**src/sv/clle_pkg.sv**
```systemverilog
`timescale 1ns / 1ps
// Shared types and constants for the cursor linked list engine.
// No dependencies; every file except clle_ram imports this package.
package clle_pkg;

  localparam int SLOTS_DEF = 64;
  localparam int KIND_W    = 2;
  localparam int POS_W     = 6;
  localparam int VAL_W     = 32;
  localparam int STAT_W    = 2;
  localparam int LEN_W     = 6;

  typedef enum logic [KIND_W-1:0] {
    KIND_INSERT = 2'd0,
    KIND_DELETE = 2'd1,
    KIND_DUMP   = 2'd2
  } kind_t;

  typedef enum logic [STAT_W-1:0] {
    ST_OK    = 2'd0,
    ST_RANGE = 2'd1,
    ST_FULL  = 2'd2,
    ST_EMPTY = 2'd3
  } status_t;

  typedef enum logic [3:0] {
    OP_NONE,
    OP_LOAD,
    OP_RD_FREE,
    OP_TAKE_FREE,
    OP_WALK_RD,
    OP_WALK_STEP,
    OP_INS_LINK,
    OP_INS_COMMIT,
    OP_DEL_J,
    OP_DEL_LINK,
    OP_DEL_COMMIT,
    OP_DUMP_RD
  } dp_op_t;

  typedef enum logic [1:0] {
    OUT_NONE,
    OUT_DONE,
    OUT_ITEM
  } out_sel_t;

  typedef enum logic [3:0] {
    S_IDLE,
    S_INS_FREE,
    S_INS_TAKE,
    S_WALK_ISSUE,
    S_WALK,
    S_INS_LINK,
    S_INS_COMMIT,
    S_DEL_J,
    S_DEL_LINK,
    S_DEL_COMMIT,
    S_DUMP_HEAD,
    S_DUMP_FIRST,
    S_DUMP_EMIT
  } state_t;

  typedef struct packed {
    dp_op_t   op;
    out_sel_t out_sel;
    status_t  status;
  } dp_cmd_t;

  typedef struct packed {
    logic full;
    logic ins_bad;
    logic del_bad;
    logic empty;
    logic steps_zero;
    logic dump_last;
  } dp_stat_t;

endpackage

```
**src/sv/clle_ram.sv**
```systemverilog
`timescale 1ns / 1ps
// Generic single-write, single-read RAM with registered read data.
// Read data holds until the next read enable. No package dependency.
module clle_ram #(
  parameter int WIDTH = 32,
  parameter int DEPTH = 64
) (
  input  logic                     clk,
  input  logic                     we,
  input  logic [$clog2(DEPTH)-1:0] waddr,
  input  logic [WIDTH-1:0]         wdata,
  input  logic                     re,
  input  logic [$clog2(DEPTH)-1:0] raddr,
  output logic [WIDTH-1:0]         rdata
);

  logic [WIDTH-1:0] mem [DEPTH];
  logic [WIDTH-1:0] rdata_r;

  always_ff @(posedge clk) begin
    if (we) begin
      mem[waddr] <= wdata;
    end
    if (re) begin
      rdata_r <= mem[raddr];
    end
  end

  assign rdata = rdata_r;

endmodule

```
**src/sv/clle_dp.sv**
```systemverilog
`timescale 1ns / 1ps
// Datapath: link and value stores, walk cursor, free head, element count
// and result registers. Depends on clle_pkg and clle_ram.
module clle_dp
  import clle_pkg::*;
#(
  parameter int SLOTS = SLOTS_DEF
) (
  input  logic                    clk,
  input  logic                    rst_n,
  input  logic [POS_W-1:0]        in_position,
  input  logic signed [VAL_W-1:0] in_value,
  input  dp_cmd_t                 cmd,
  output dp_stat_t                stat,
  output logic                    out_valid,
  output logic [STAT_W-1:0]       out_status,
  output logic signed [VAL_W-1:0] out_item_value,
  output logic [LEN_W-1:0]        out_list_length,
  output logic                    out_last
);

  localparam int IW   = $clog2(SLOTS);
  localparam int CMPW = POS_W + 1;

  logic [IW-1:0]           cur_r, cur_nxt;
  logic [IW-1:0]           aux_r, aux_nxt;
  logic [IW-1:0]           steps_r, steps_nxt;
  logic [IW-1:0]           remain_r, remain_nxt;
  logic [IW-1:0]           free_head_r, free_head_nxt;
  logic [IW-1:0]           count_r, count_nxt;
  logic signed [VAL_W-1:0] val_r, val_nxt;
  logic [SLOTS-1:0]        lvld_r, lvld_nxt;
  logic                    rd_vld_r, rd_vld_nxt;
  logic [IW-1:0]           rd_addr_r, rd_addr_nxt;

  logic                    out_valid_r;
  logic [STAT_W-1:0]       out_status_r;
  logic signed [VAL_W-1:0] out_item_r;
  logic [LEN_W-1:0]        out_len_r;
  logic                    out_last_r;

  logic                    link_we, link_re;
  logic [IW-1:0]           link_waddr, link_wdata, link_raddr, link_q, link_rd;
  logic                    vs_we, vs_re;
  logic [IW-1:0]           vs_raddr;
  logic [VAL_W-1:0]        vs_q;

  logic [CMPW-1:0]         pos_ext, cnt_ext;

  clle_ram #(.WIDTH(IW), .DEPTH(SLOTS)) u_link_ram (
    .clk   (clk),
    .we    (link_we),
    .waddr (link_waddr),
    .wdata (link_wdata),
    .re    (link_re),
    .raddr (link_raddr),
    .rdata (link_q)
  );

  clle_ram #(.WIDTH(VAL_W), .DEPTH(SLOTS)) u_value_ram (
    .clk   (clk),
    .we    (vs_we),
    .waddr (aux_r),
    .wdata (val_r),
    .re    (vs_re),
    .raddr (vs_raddr),
    .rdata (vs_q)
  );

  // unwritten link entries read as their reset chain value
  always_comb begin
    if (rd_vld_r) begin
      link_rd = link_q;
    end else if (rd_addr_r == IW'(SLOTS - 1)) begin
      link_rd = '0;
    end else begin
      link_rd = rd_addr_r + IW'(1);
    end
  end

  assign pos_ext         = CMPW'(in_position);
  assign cnt_ext         = CMPW'(count_r);
  assign stat.full       = (count_r == IW'(SLOTS - 2));
  assign stat.ins_bad    = (in_position == '0) || (pos_ext > cnt_ext + CMPW'(1));
  assign stat.del_bad    = (in_position == '0) || (pos_ext > cnt_ext);
  assign stat.empty      = (count_r == '0);
  assign stat.steps_zero = (steps_r == '0);
  assign stat.dump_last  = (remain_r == IW'(1));

  always_comb begin
    cur_nxt       = cur_r;
    aux_nxt       = aux_r;
    steps_nxt     = steps_r;
    remain_nxt    = remain_r;
    free_head_nxt = free_head_r;
    count_nxt     = count_r;
    val_nxt       = val_r;
    lvld_nxt      = lvld_r;
    link_we       = 1'b0;
    link_waddr    = cur_r;
    link_wdata    = aux_r;
    link_re       = 1'b0;
    link_raddr    = cur_r;
    vs_we         = 1'b0;
    vs_re         = 1'b0;
    vs_raddr      = link_rd;
    case (cmd.op)
      OP_LOAD: begin
        val_nxt    = in_value;
        steps_nxt  = IW'(in_position - POS_W'(1));
        cur_nxt    = IW'(SLOTS - 1);
        remain_nxt = count_r;
      end
      OP_RD_FREE: begin
        link_re    = 1'b1;
        link_raddr = free_head_r;
        aux_nxt    = free_head_r;
      end
      OP_TAKE_FREE: begin
        free_head_nxt = link_rd;
      end
      OP_WALK_RD: begin
        link_re    = 1'b1;
        link_raddr = cur_r;
      end
      OP_WALK_STEP: begin
        cur_nxt    = link_rd;
        steps_nxt  = steps_r - IW'(1);
        link_re    = 1'b1;
        link_raddr = link_rd;
      end
      OP_INS_LINK: begin
        link_we    = 1'b1;
        link_waddr = aux_r;
        link_wdata = link_rd;
      end
      OP_INS_COMMIT: begin
        link_we    = 1'b1;
        link_waddr = cur_r;
        link_wdata = aux_r;
        vs_we      = 1'b1;
        count_nxt  = count_r + IW'(1);
      end
      OP_DEL_J: begin
        aux_nxt    = link_rd;
        link_re    = 1'b1;
        link_raddr = link_rd;
      end
      OP_DEL_LINK: begin
        link_we    = 1'b1;
        link_waddr = cur_r;
        link_wdata = link_rd;
      end
      OP_DEL_COMMIT: begin
        link_we       = 1'b1;
        link_waddr    = aux_r;
        link_wdata    = free_head_r;
        free_head_nxt = aux_r;
        count_nxt     = count_r - IW'(1);
      end
      OP_DUMP_RD: begin
        link_re    = 1'b1;
        link_raddr = link_rd;
        vs_re      = 1'b1;
      end
      default: begin
      end
    endcase
    if (link_we) begin
      lvld_nxt[link_waddr] = 1'b1;
    end
    if (cmd.out_sel == OUT_ITEM) begin
      remain_nxt = remain_r - IW'(1);
    end
  end

  assign rd_vld_nxt  = link_re ? lvld_r[link_raddr] : rd_vld_r;
  assign rd_addr_nxt = link_re ? link_raddr : rd_addr_r;

  always_ff @(posedge clk) begin
    if (!rst_n) begin
      free_head_r <= IW'(1);
      count_r     <= '0;
      lvld_r      <= '0;
      out_valid_r <= 1'b0;
    end else begin
      free_head_r <= free_head_nxt;
      count_r     <= count_nxt;
      lvld_r      <= lvld_nxt;
      out_valid_r <= (cmd.out_sel != OUT_NONE);
    end
  end

  always_ff @(posedge clk) begin
    cur_r     <= cur_nxt;
    aux_r     <= aux_nxt;
    steps_r   <= steps_nxt;
    remain_r  <= remain_nxt;
    val_r     <= val_nxt;
    rd_vld_r  <= rd_vld_nxt;
    rd_addr_r <= rd_addr_nxt;
    if (cmd.out_sel == OUT_ITEM) begin
      out_status_r <= ST_OK;
      out_item_r   <= vs_q;
      out_last_r   <= stat.dump_last;
    end else begin
      out_status_r <= cmd.status;
      out_item_r   <= '0;
      out_last_r   <= 1'b1;
    end
    out_len_r <= LEN_W'(count_nxt);
  end

  assign out_valid       = out_valid_r;
  assign out_status      = out_status_r;
  assign out_item_value  = out_item_r;
  assign out_list_length = out_len_r;
  assign out_last        = out_last_r;

endmodule

```
**src/sv/clle_ctrl.sv**
```systemverilog
`timescale 1ns / 1ps
// Controller: sequences insert, delete and dump as datapath micro-ops.
// Depends on clle_pkg.
module clle_ctrl
  import clle_pkg::*;
(
  input  logic              clk,
  input  logic              rst_n,
  input  logic              start,
  input  logic [KIND_W-1:0] in_kind,
  input  dp_stat_t          stat,
  output dp_cmd_t           cmd,
  output logic              busy
);

  state_t state_r, state_nxt;
  logic   del_r, del_nxt;

  always_ff @(posedge clk) begin
    if (!rst_n) begin
      state_r <= S_IDLE;
      del_r   <= 1'b0;
    end else begin
      state_r <= state_nxt;
      del_r   <= del_nxt;
    end
  end

  always_comb begin
    state_nxt   = state_r;
    del_nxt     = del_r;
    cmd.op      = OP_NONE;
    cmd.out_sel = OUT_NONE;
    cmd.status  = ST_OK;
    case (state_r)
      S_IDLE: begin
        if (start) begin
          case (kind_t'(in_kind))
            KIND_INSERT: begin
              if (stat.full) begin
                cmd.out_sel = OUT_DONE;
                cmd.status  = ST_FULL;
              end else if (stat.ins_bad) begin
                cmd.out_sel = OUT_DONE;
                cmd.status  = ST_RANGE;
              end else begin
                cmd.op    = OP_LOAD;
                del_nxt   = 1'b0;
                state_nxt = S_INS_FREE;
              end
            end
            KIND_DELETE: begin
              if (stat.del_bad) begin
                cmd.out_sel = OUT_DONE;
                cmd.status  = ST_RANGE;
              end else begin
                cmd.op    = OP_LOAD;
                del_nxt   = 1'b1;
                state_nxt = S_WALK_ISSUE;
              end
            end
            KIND_DUMP: begin
              if (stat.empty) begin
                cmd.out_sel = OUT_DONE;
                cmd.status  = ST_EMPTY;
              end else begin
                cmd.op    = OP_LOAD;
                state_nxt = S_DUMP_HEAD;
              end
            end
            default: begin
              cmd.out_sel = OUT_DONE;
            end
          endcase
        end
      end
      S_INS_FREE: begin
        cmd.op    = OP_RD_FREE;
        state_nxt = S_INS_TAKE;
      end
      S_INS_TAKE: begin
        cmd.op    = OP_TAKE_FREE;
        state_nxt = S_WALK_ISSUE;
      end
      S_WALK_ISSUE: begin
        cmd.op    = OP_WALK_RD;
        state_nxt = S_WALK;
      end
      S_WALK: begin
        if (!stat.steps_zero) begin
          cmd.op = OP_WALK_STEP;
        end else if (del_r) begin
          state_nxt = S_DEL_J;
        end else begin
          state_nxt = S_INS_LINK;
        end
      end
      S_INS_LINK: begin
        cmd.op    = OP_INS_LINK;
        state_nxt = S_INS_COMMIT;
      end
      S_INS_COMMIT: begin
        cmd.op      = OP_INS_COMMIT;
        cmd.out_sel = OUT_DONE;
        state_nxt   = S_IDLE;
      end
      S_DEL_J: begin
        cmd.op    = OP_DEL_J;
        state_nxt = S_DEL_LINK;
      end
      S_DEL_LINK: begin
        cmd.op    = OP_DEL_LINK;
        state_nxt = S_DEL_COMMIT;
      end
      S_DEL_COMMIT: begin
        cmd.op      = OP_DEL_COMMIT;
        cmd.out_sel = OUT_DONE;
        state_nxt   = S_IDLE;
      end
      S_DUMP_HEAD: begin
        cmd.op    = OP_WALK_RD;
        state_nxt = S_DUMP_FIRST;
      end
      S_DUMP_FIRST: begin
        cmd.op    = OP_DUMP_RD;
        state_nxt = S_DUMP_EMIT;
      end
      S_DUMP_EMIT: begin
        cmd.op      = OP_DUMP_RD;
        cmd.out_sel = OUT_ITEM;
        if (stat.dump_last) begin
          state_nxt = S_IDLE;
        end
      end
      default: begin
        state_nxt = S_IDLE;
      end
    endcase
  end

  assign busy = (state_r != S_IDLE);

endmodule

```
**src/sv/cursor_linked_list_engine_core.sv**
```systemverilog
`timescale 1ns / 1ps
// Top level of the cursor linked list engine: controller plus datapath.
// Depends on clle_pkg, clle_ctrl, clle_dp and clle_ram.
//
// A transaction is taken when start is high and busy is low. Results come
// out on out_valid, one cycle each, and cannot be held off by the receiver.
// Errors and kind 3 answer in the cycle after the transaction, with no busy time.
// The link chain lives in a memory with registered read, and the walk takes
// one link read per hop. Busy stays high while an insert takes a free slot,
// walks, links and commits, while a delete walks, links and commits, and
// while a dump streams one element per cycle. Link memory entries never
// written read back their reset chain through per-entry valid bits, so no
// clearing pass follows reset.
module cursor_linked_list_engine_core
  import clle_pkg::*;
#(
  parameter int SLOTS = SLOTS_DEF
) (
  input  logic                     clk,
  input  logic                     rst_n,
  input  logic                     start,
  output logic                     busy,
  input  logic [KIND_W-1:0]        in_kind,
  input  logic [POS_W-1:0]         in_position,
  input  logic signed [VAL_W-1:0]  in_value,
  output logic                     out_valid,
  output logic [STAT_W-1:0]        out_status,
  output logic signed [VAL_W-1:0]  out_item_value,
  output logic [LEN_W-1:0]         out_list_length,
  output logic                     out_last
);

  dp_cmd_t  cmd;
  dp_stat_t stat;

  clle_ctrl u_ctrl (
    .clk     (clk),
    .rst_n   (rst_n),
    .start   (start),
    .in_kind (in_kind),
    .stat    (stat),
    .cmd     (cmd),
    .busy    (busy)
  );

  clle_dp #(.SLOTS(SLOTS)) u_dp (
    .clk             (clk),
    .rst_n           (rst_n),
    .in_position     (in_position),
    .in_value        (in_value),
    .cmd             (cmd),
    .stat            (stat),
    .out_valid       (out_valid),
    .out_status      (out_status),
    .out_item_value  (out_item_value),
    .out_list_length (out_list_length),
    .out_last        (out_last)
  );

  a_accept_answers: assert property (@(posedge clk) disable iff (!rst_n)
    start && !busy |=> busy || out_valid)
    else $error("accepted transaction produced neither work nor result");

  a_dump_stream_busy: assert property (@(posedge clk) disable iff (!rst_n)
    out_valid && !out_last |-> busy)
    else $error("non-final dump result while idle");

  a_length_bound: assert property (@(posedge clk) disable iff (!rst_n)
    out_valid |-> out_list_length <= LEN_W'(SLOTS - 2))
    else $error("list length exceeds capacity");

  a_item_zero: assert property (@(posedge clk) disable iff (!rst_n)
    out_valid && out_status != ST_OK |-> out_item_value == '0 && out_last)
    else $error("error result carries an item or is not final");

endmodule

```
**config.mk**
```make
export PLATFORM = sky130hd
export DESIGN_NAME = cursor_linked_list_engine_core
export DESIGN_NICKNAME = d
export VERILOG_FILES = /design/src/sv/clle_pkg.sv /design/src/sv/clle_ram.sv /design/src/sv/clle_dp.sv /design/src/sv/clle_ctrl.sv /design/src/sv/cursor_linked_list_engine_core.sv
export SDC_FILE = /design/constraint.sdc
export NUM_CORES = 2
export LEC_CHECK = 0
export BUFFER_PORTS_ARGS = -buffer_cell sky130_fd_sc_hd__buf_2
export CAP_MARGIN = 0
export CORE_MARGIN = 2
export CORE_UTILIZATION = 25
export DETAILED_ROUTE_END_ITERATION = 10
export SLEW_MARGIN = 25
export SYNTH_ARGS = -nofsm -noshare
export SYNTH_HDL_FRONTEND = slang
export SYNTH_SLANG_ARGS = --single-unit
```
**constraint.sdc**
```tcl
create_clock -name clk -period 16.7 [get_ports clk]
set_clock_uncertainty 0.05 [all_clocks]
set_input_delay 2.505 -clock clk [delete_from_list [all_inputs] [get_ports clk]]
set_output_delay 2.505 -clock clk [all_outputs]
set_load 0.02 [all_outputs]
```
=== Yosys cells after proc, flatten, opt, wreduce, memory -nomap -nowiden ===
Memories as Yosys holds them, arrays and structs flattened. A register that Yosys moved wholly into a read port is not among the register bits.
Index checks and enable logic that the tools add are counted.

* Flip-flop bits (word level): 186
* Bits in latches: 0
* Bits in writable memories: 2432
* Memory bits (read-only): 0
* Output and inout bits: 43
* Logic and storage cells: 153
* Memories: 2

* Add/subtract/negate cells: 7
* Multipliers: 0
* Divide/modulo/power cells: 0
* $lt $le $gt $ge: 5
* Equal/unequal tests: 40
* Shift operators: 0
* Mux-type cells: 53
* Bitwise gates (word level): 3
* Reductions and logical operators: 26

{| class="wikitable"
|+ Memory list
! memory !! depth !! bits a word !! read ports !! clocked after Yosys merged registers in !! wr ports !! RTL line !! RTL
|-
| u_dp.u_value_ram.mem || 64 || 32 || 1 || 1 || 1 || clle_ram.sv:17 || <nowiki>logic [WIDTH-1:0] mem [DEPTH];</nowiki>
|-
| u_dp.u_link_ram.mem || 64 || 6 || 1 || 1 || 1 || clle_ram.sv:17 ||
|}

{| class="wikitable"
|+ Operators by type and width
! operator !! count
|-
| $pmux W4 S11 || 2
|-
| $pmux W6 S2 || 7
|-
| $or A64 B64 Y64 || 1
|-
| $eq A4 B4 Y1 const B || 9
|-
| $mux W4 || 9
|-
| $eq A4 B3 Y1 const B || 8
|-
| $mux W6 || 5
|-
| $pmux W4 S3 || 2
|-
| $sub A6 B1 Y6 const B || 4
|-
| $logic_not A6 Y1 || 3
|-
| $pmux W2 S3 || 3
|-
| $eq A4 B2 Y1 const B || 4
|-
| $mux W1 || 16
|-
| $lt A6 B7 Y1 const B || 2
|-
| $add A6 B1 Y6 const B || 2
|-
| $eq A6 B6 Y1 const B || 2
|-
| $mux W3 || 4
|-
| $ne A3 B3 Y1 const B || 4
|-
| $reduce_bool A2 Y1 || 6
|-
| $ne A2 B2 Y1 const B || 5
|-
| $reduce_or A2 Y1 || 5
|-
| $eq A4 B1 Y1 const B || 2
|-
| $mux W8 || 1
|-
| $reduce_and A8 Y1 || 1
|-
| other kinds (23) || 27
|}

=== Longest topological paths before layout ===
* Depth in word-level cells: 16
* Depth in mapped cells: 16

=== Cells and area by module ===
From an unflattened synthesis, not the netlist that was laid out.

* Cells, all modules: 4932
* Area total of the unflattened synthesis: 102851.1 um2

{| class="wikitable"
|+ By module, submodules not included
! module !! instances !! cells an instance !! area each (um2) !! sequential area each (um2)
|-
| clle_ram at u_dp.u_value_ram || 1 || 3324 || 78835.6 || 62459.9
|-
| clle_ram at u_dp.u_link_ram || 1 || 720 || 15285.9 || 11711.2
|-
| clle_dp || 1 || 799 || 8076.5 || 4254.1
|-
| clle_ctrl || 1 || 89 || 653.1 || 100.1
|}

=== Least setup slack after synthesis ===
No wires, ideal clock.

* Path kind: input-to-reg
* From: in in_position[1]
* To: reg u_dp.val_r[0], enable pin
* Arrival time: 4.849 ns
* Slack: 11.415 ns
* Cell stages on the path: 10
* Path buffers: 0
* Path through: ha_1 > nor2b_1 > o21a_1 > o21a_1 > o21a_1 > o21a_1 > o21ai_0 > nand4_1 > a311o_1 > inv_1

* Word-level cells in the longest chain between the ends: 8

{| class="wikitable"
|+ RTL lines
! item !! RTL line !! RTL
|-
| from (decl) || cursor_linked_list_engine_core.sv:24 || <nowiki>input logic [POS_W-1:0] in_position,</nowiki>
|-
| $gt A6 B7 Y1 / $logic_not A6 Y1 (equally long branches) || clle_dp.sv:84, clle_dp.sv:85 ||
|-
| $logic_or A1 B1 Y1 || clle_dp.sv:84 || <nowiki>assign stat.ins_bad = (in_position == '0) || (pos_ext > cnt_ext + CMPW'(1));</nowiki>
|-
| $mux W1 || clle_ctrl.sv:43 || <nowiki>end else if (stat.ins_bad) begin</nowiki>
|-
| $mux W4 || clle_ctrl.sv:40 || <nowiki>if (stat.full) begin</nowiki>
|-
| $pmux W4 S3 (*) || clle_ctrl.sv:38 || <nowiki>case (kind_t'(in_kind))</nowiki>
|-
| $mux W8 (*) || clle_ctrl.sv:37 || <nowiki>if (start) begin</nowiki>
|-
| $pmux W4 S11 (*) || clle_ctrl.sv:35 || <nowiki>case (state_r)</nowiki>
|-
| $eq A4 B1 Y1 (*) || clle_dp.sv:107 || <nowiki>case (cmd.op)</nowiki>
|-
| to (signal assigned) || clle_dp.sv:199 || <nowiki>val_r <= val_nxt;</nowiki>
|-
| to (decl) || clle_dp.sv:31 || <nowiki>logic signed [VAL_W-1:0] val_r, val_nxt;</nowiki>
|}

Every way passes the cells marked *; elsewhere a longest branch is shown, timed or not.
A chain may end at the register's enable or synchronous reset.

=== Final worst setup path ===
* From: reg u_dp.rd_vld_r
* To: reg u_dp.u_value_ram.rdata_r[3] (netlist: u_dp.u_value_ram.rdata[3]), read port of u_dp.u_value_ram.mem (data pin)

* Word-level cells in the longest chain between the ends: 1

{| class="wikitable"
|+ RTL lines
! item !! RTL line !! RTL
|-
| from (decl) || clle_dp.sv:33 || <nowiki>logic rd_vld_r, rd_vld_nxt;</nowiki>
|-
| from (signal assigned) || clle_dp.sv:200 || <nowiki>rd_vld_r <= rd_vld_nxt;</nowiki>
|-
| $mux W6 || clle_dp.sv:72 || <nowiki>if (rd_vld_r) begin</nowiki>
|-
| to (decl) || clle_ram.sv:18 || <nowiki>logic [WIDTH-1:0] rdata_r;</nowiki>
|}

Every way passes these cells.

==> metrics.md <==
| Metric | Value |
|---|---|
| Run status | `finished, final reports clean` |
| Post-synthesis instance area | `105000 um2` |
| Initial drt markers | `8919` |
| Synth top area share | `72.2%` |
| Yosys reg bits | `2656` |
| Max-slew headroom | `21.4%` |
| EDFF count, synth | `around 2500` |
| CP Capture Type | `flop` |
| Post-synth ARST share | `0%` |
| Boundary pin count | `86` |
| Buffers & Inverters on Critical Path | `5` |
| Final setup fails | `0` |
| Post-route DRC violation count | `0` |
| Clock buffer depth | `4` |
| Detailed-route via count | `68100` |
| Worst setup path category | `flop to flop` |
| Max cap viols | `0` |
| GRT busiest layer | `met2` |
| Reg2reg end | `u_dp.u_value_ram.rdata[3]` |
| GRT Total Usage | `13.4%` |
| Syn Inst Count | `8293` |
| Req. time, crit path | `17.41 ns` |
| GRT met2 Usage | `21.1%` |
| Gpl congestion | `between 0.8 and 0.9` |
| Pwr/cell area | `between 100 and 150 nW/um2` |
| Layout area overhead | `14.6%` |
| Hold buffer count at cts | `0` |
| Peak VDD IR | `between 0.09 and 0.1 mV` |
| CTS clk-pin slew, worst paths | `0.07 ns` |
| Hold Path End | `u_dp.out_item_value[31]` |
| Distinct cell type count after synthesis | `63` |
| Critical-path cell list | `nand3b_1, o22ai_4, buf_4, buf_4, buf_4, buf_12, buf_12, nand2_1, and3_1, a311oi_1, a311oi_1, a311oi_1, a211oi_1, a21oi_1` |
| Total Wirelength | `301000 um` |
| Syn nets | `8365` |
| CTS resizes | `0` |
| Sequential fraction of the synthesis area | `between 70% and 80%` |
| Count leader, synth | `edfxtp_1` |
| Critical Path AT | `about 7 ns` |
| Tcrit/Tclk final | `37.6%` |
| Top post-synthesis cells by area | `edfxtp_1 (72%), nand2_1 (8.9%), nand3_1 (5.7%)` |
| Worst-Skew Late Latency | `0.95 ns` |
| Final Max Tran Viols | `0` |
| Place WS | `10.57 ns` |
| Die H | `approximately 650 um` |
| Global-route wire length before repair | `approximately 430000 um` |
| Starting Density | `25.1%` |
| DR WL/cell | `around 22 um` |
| Hold Path Stages | `1` |
| Tot Pwr | `0.0166 W` |
| Net count, final | `~8300` |
| Post-synth top cells | `edfxtp_1 (2533), nand2_1 (2493), nand3_1 (1201)` |
| DRT Pass-1 Iters | `6` |
| Largest net degree at the start of global routing | `168` |
| DPL Wire Length | `153000 um` |
| Row cnt | `238` |
| Worst r2r path cells | `14` |
| Worst Hold Launch | `u_dp.u_value_ram.rdata[31]` |
| Die area | `427000 um2` |
| Num Clock Sinks | `2656` |
| Post-synth top area cell | `edfxtp_1` |
| Port buffer count | `85` |
| Core area | `~420000 um2` |
| Post-route cell area | `121000 um2` |
| Met3 usage | `2.38%` |
| Critical path's largest stage delay | `0.67 ns` |
| Yosys Warn Count | `0` |
| Num CTS Buffers | `roughly 250` |
| Setup ws final | `10.43 ns` |
| Fill count | `between 40000 and 50000` |
| Worst slew pin tran | `1.18 ns` |
| Leakage power | `39.6 nW` |
| Hold Fails Final Rpt | `0` |
| Fmax | `0.159 GHz` |
| H-Tree Depth | `4` |
| Drt via density | `4.87` |
| Die X-Extent | `653 um` |
| Slowest CP cell | `buf_4` |
| R2R Setup Slk | `10.43 ns` |
| Routing usage on met1 | `19.2%` |
| Worst Hold Class | `flop to flop` |
| Crit path max-delay family | `buffers and inverters` |
| Initial antenna violation count | `12` |
| RSZ-0062 raised after global routing | `false` |
| CTS tree | `built` |
| # Post-CTS Setup Buffers | `0` |
| Reg2Reg Launch Point | `u_dp.rd_vld_r` |
| Ys flop type | `edfxtp_1` |
| DRT antenna net count | `0` |
| Fraction of layout cells with a size suffix above 1 | `8.79%` |
| Period minus WS final | `6.27 ns` |
| Mapped Avg Cell Area | `approximately 13 um2` |
| Post-DP Area | `113000 um2` |
| Crit-path max FO | `157` |
| Root buf cell | `clkbuf_16` |
| Grt ovf | `0` |
| Vias in the first global route | `62900` |
| CP startpoint kind | `flop` |
| Setup TNS | `0 ns` |
registers in the layout, summed over array words and instances, names as in the netlist, 2 cells and up:
register                flops
u_dp.free_head_r            6
u_dp.u_value_ram.mem     2048
u_dp.out_list_length        6
u_dp.count_r                6
u_dp.aux_r                  6
u_dp.u_link_ram.rdata       6
u_dp.out_status             2
u_dp.steps_r                6
u_dp.lvld_r                64
u_dp.cur_r                  6
u_dp.val_r                 32
u_dp.u_value_ram.rdata     32
u_dp.rd_addr_r              6
u_ctrl.state_r              4
u_dp.remain_r               6
u_dp.u_link_ram.mem       384
u_dp.out_item_value        32
per-layer routing:
| layer | up-vias | part of all wire, % |
|---|---|---|
| met3 | 423 | 9.3 |
| met1 | 34200 | 43 |
| met5 | - | 0.0066 |
| met2 | 3137 | 46 |
| li1 | 30300 | - |
| met4 | 2 | 2.3 |
cells by family after synthesis:
logic type / after synthesis / synth area share, %
xor+xnor: 20 / 0.166
simple gates: 4217 / 17.2
fa+ha+maj: 29 / 0.351
mux: 22 / 0.215
compound gates: 750 / 5.38
flops: 2656 / 74.5
buf+inv: 599 / 2.21
where the power goes:
group,switching [W],internal (W)
Clock,0.00251,0.00317
Sequential,0.0000305,0.00735
Combinational,0.00264,0.000943
layout make-up:
| cell class | count | area, um2 | area share, % |
|---|---|---|---|
| tap | 5520 | 6910 | 5.72 |
| sequential | 2656 | 78500 | 65.0 |
| timing repair buffer | 269 | 2000 | 1.65 |
| multi-input combinational | 5038 | 25200 | 20.9 |
| antenna | 4 | 10.0 | 0.00828 |
| clock inverter | 133 | 1210 | 1.00 |
| clock buffer | 324 | 6800 | 5.63 |
| inverter | 34 | 133 | 0.110 |
worst max-delay path by stage:
stage,startpoint,endpoint,cells after the start
floorplan,in_position[1],u_dp.val_r[0],10
detailed placement,in_position[1],u_dp.val_r[19],11
CTS,u_dp.rd_vld_r,u_dp.u_value_ram.rdata[6],13
finish,u_dp.rd_vld_r,u_dp.u_value_ram.rdata[3],14
global placement,in_position[1],u_dp.val_r[19],11
global route,u_dp.rd_vld_r,u_dp.u_value_ram.rdata[3],14
layout by cell type (no fill, tap or decap), types with 12 or more instances in the layout:
cell type / n
a211oi_1: 62
a21oi_1: 89
a311oi_1: 346
a31oi_1: 121
and2_1: 45
and3_1: 157
buf_12: 12
buf_2: 85
buf_4: 170
bufinv_16: 20
clkbuf_1: 50
clkbuf_16: 252
clkbuf_8: 22
clkinv_1: 47
clkinv_2: 45
dfxtp_1: 123
edfxtp_1: 2533
ha_1: 28
inv_1: 30
mux2i_1: 16
nand2_1: 2493
nand3_1: 1201
nand4_1: 27
nor2_1: 169
nor2_4: 65
o21a_1: 37
o21ai_0: 29
xnor2_1: 12
worst reg2reg max path: stages (launching register included):
cell	delay [ns]
edfxtp_1	0.64
nand3b_1	0.37
o22ai_4	0.19
buf_4	0.49
buf_4	0.72
buf_4	0.71
buf_12	0.63
buf_12	0.66
nand2_1	0.34
and3_1	0.20
a311oi_1	0.28
a311oi_1	0.09
a311oi_1	0.51
a211oi_1	0.10
a21oi_1	0.15
per-stage QoR:
| stage | util, % | hold WS [ns] | instances |
|---|---|---|---|
| after CTS | 28.8 | 0.401 | 14000 |
| after global routing | 28.8 | 0.425 | 14000 |
| after detailed placement | 26.9 | 0.384 | 13500 |
| after floorplan | - | 0.370 | 8293 |
| after global placement | 26.8 | 0.389 | 13500 |
| final | 28.8 | 0.404 | 14000 |
Power figures use the tool's default switching activity.
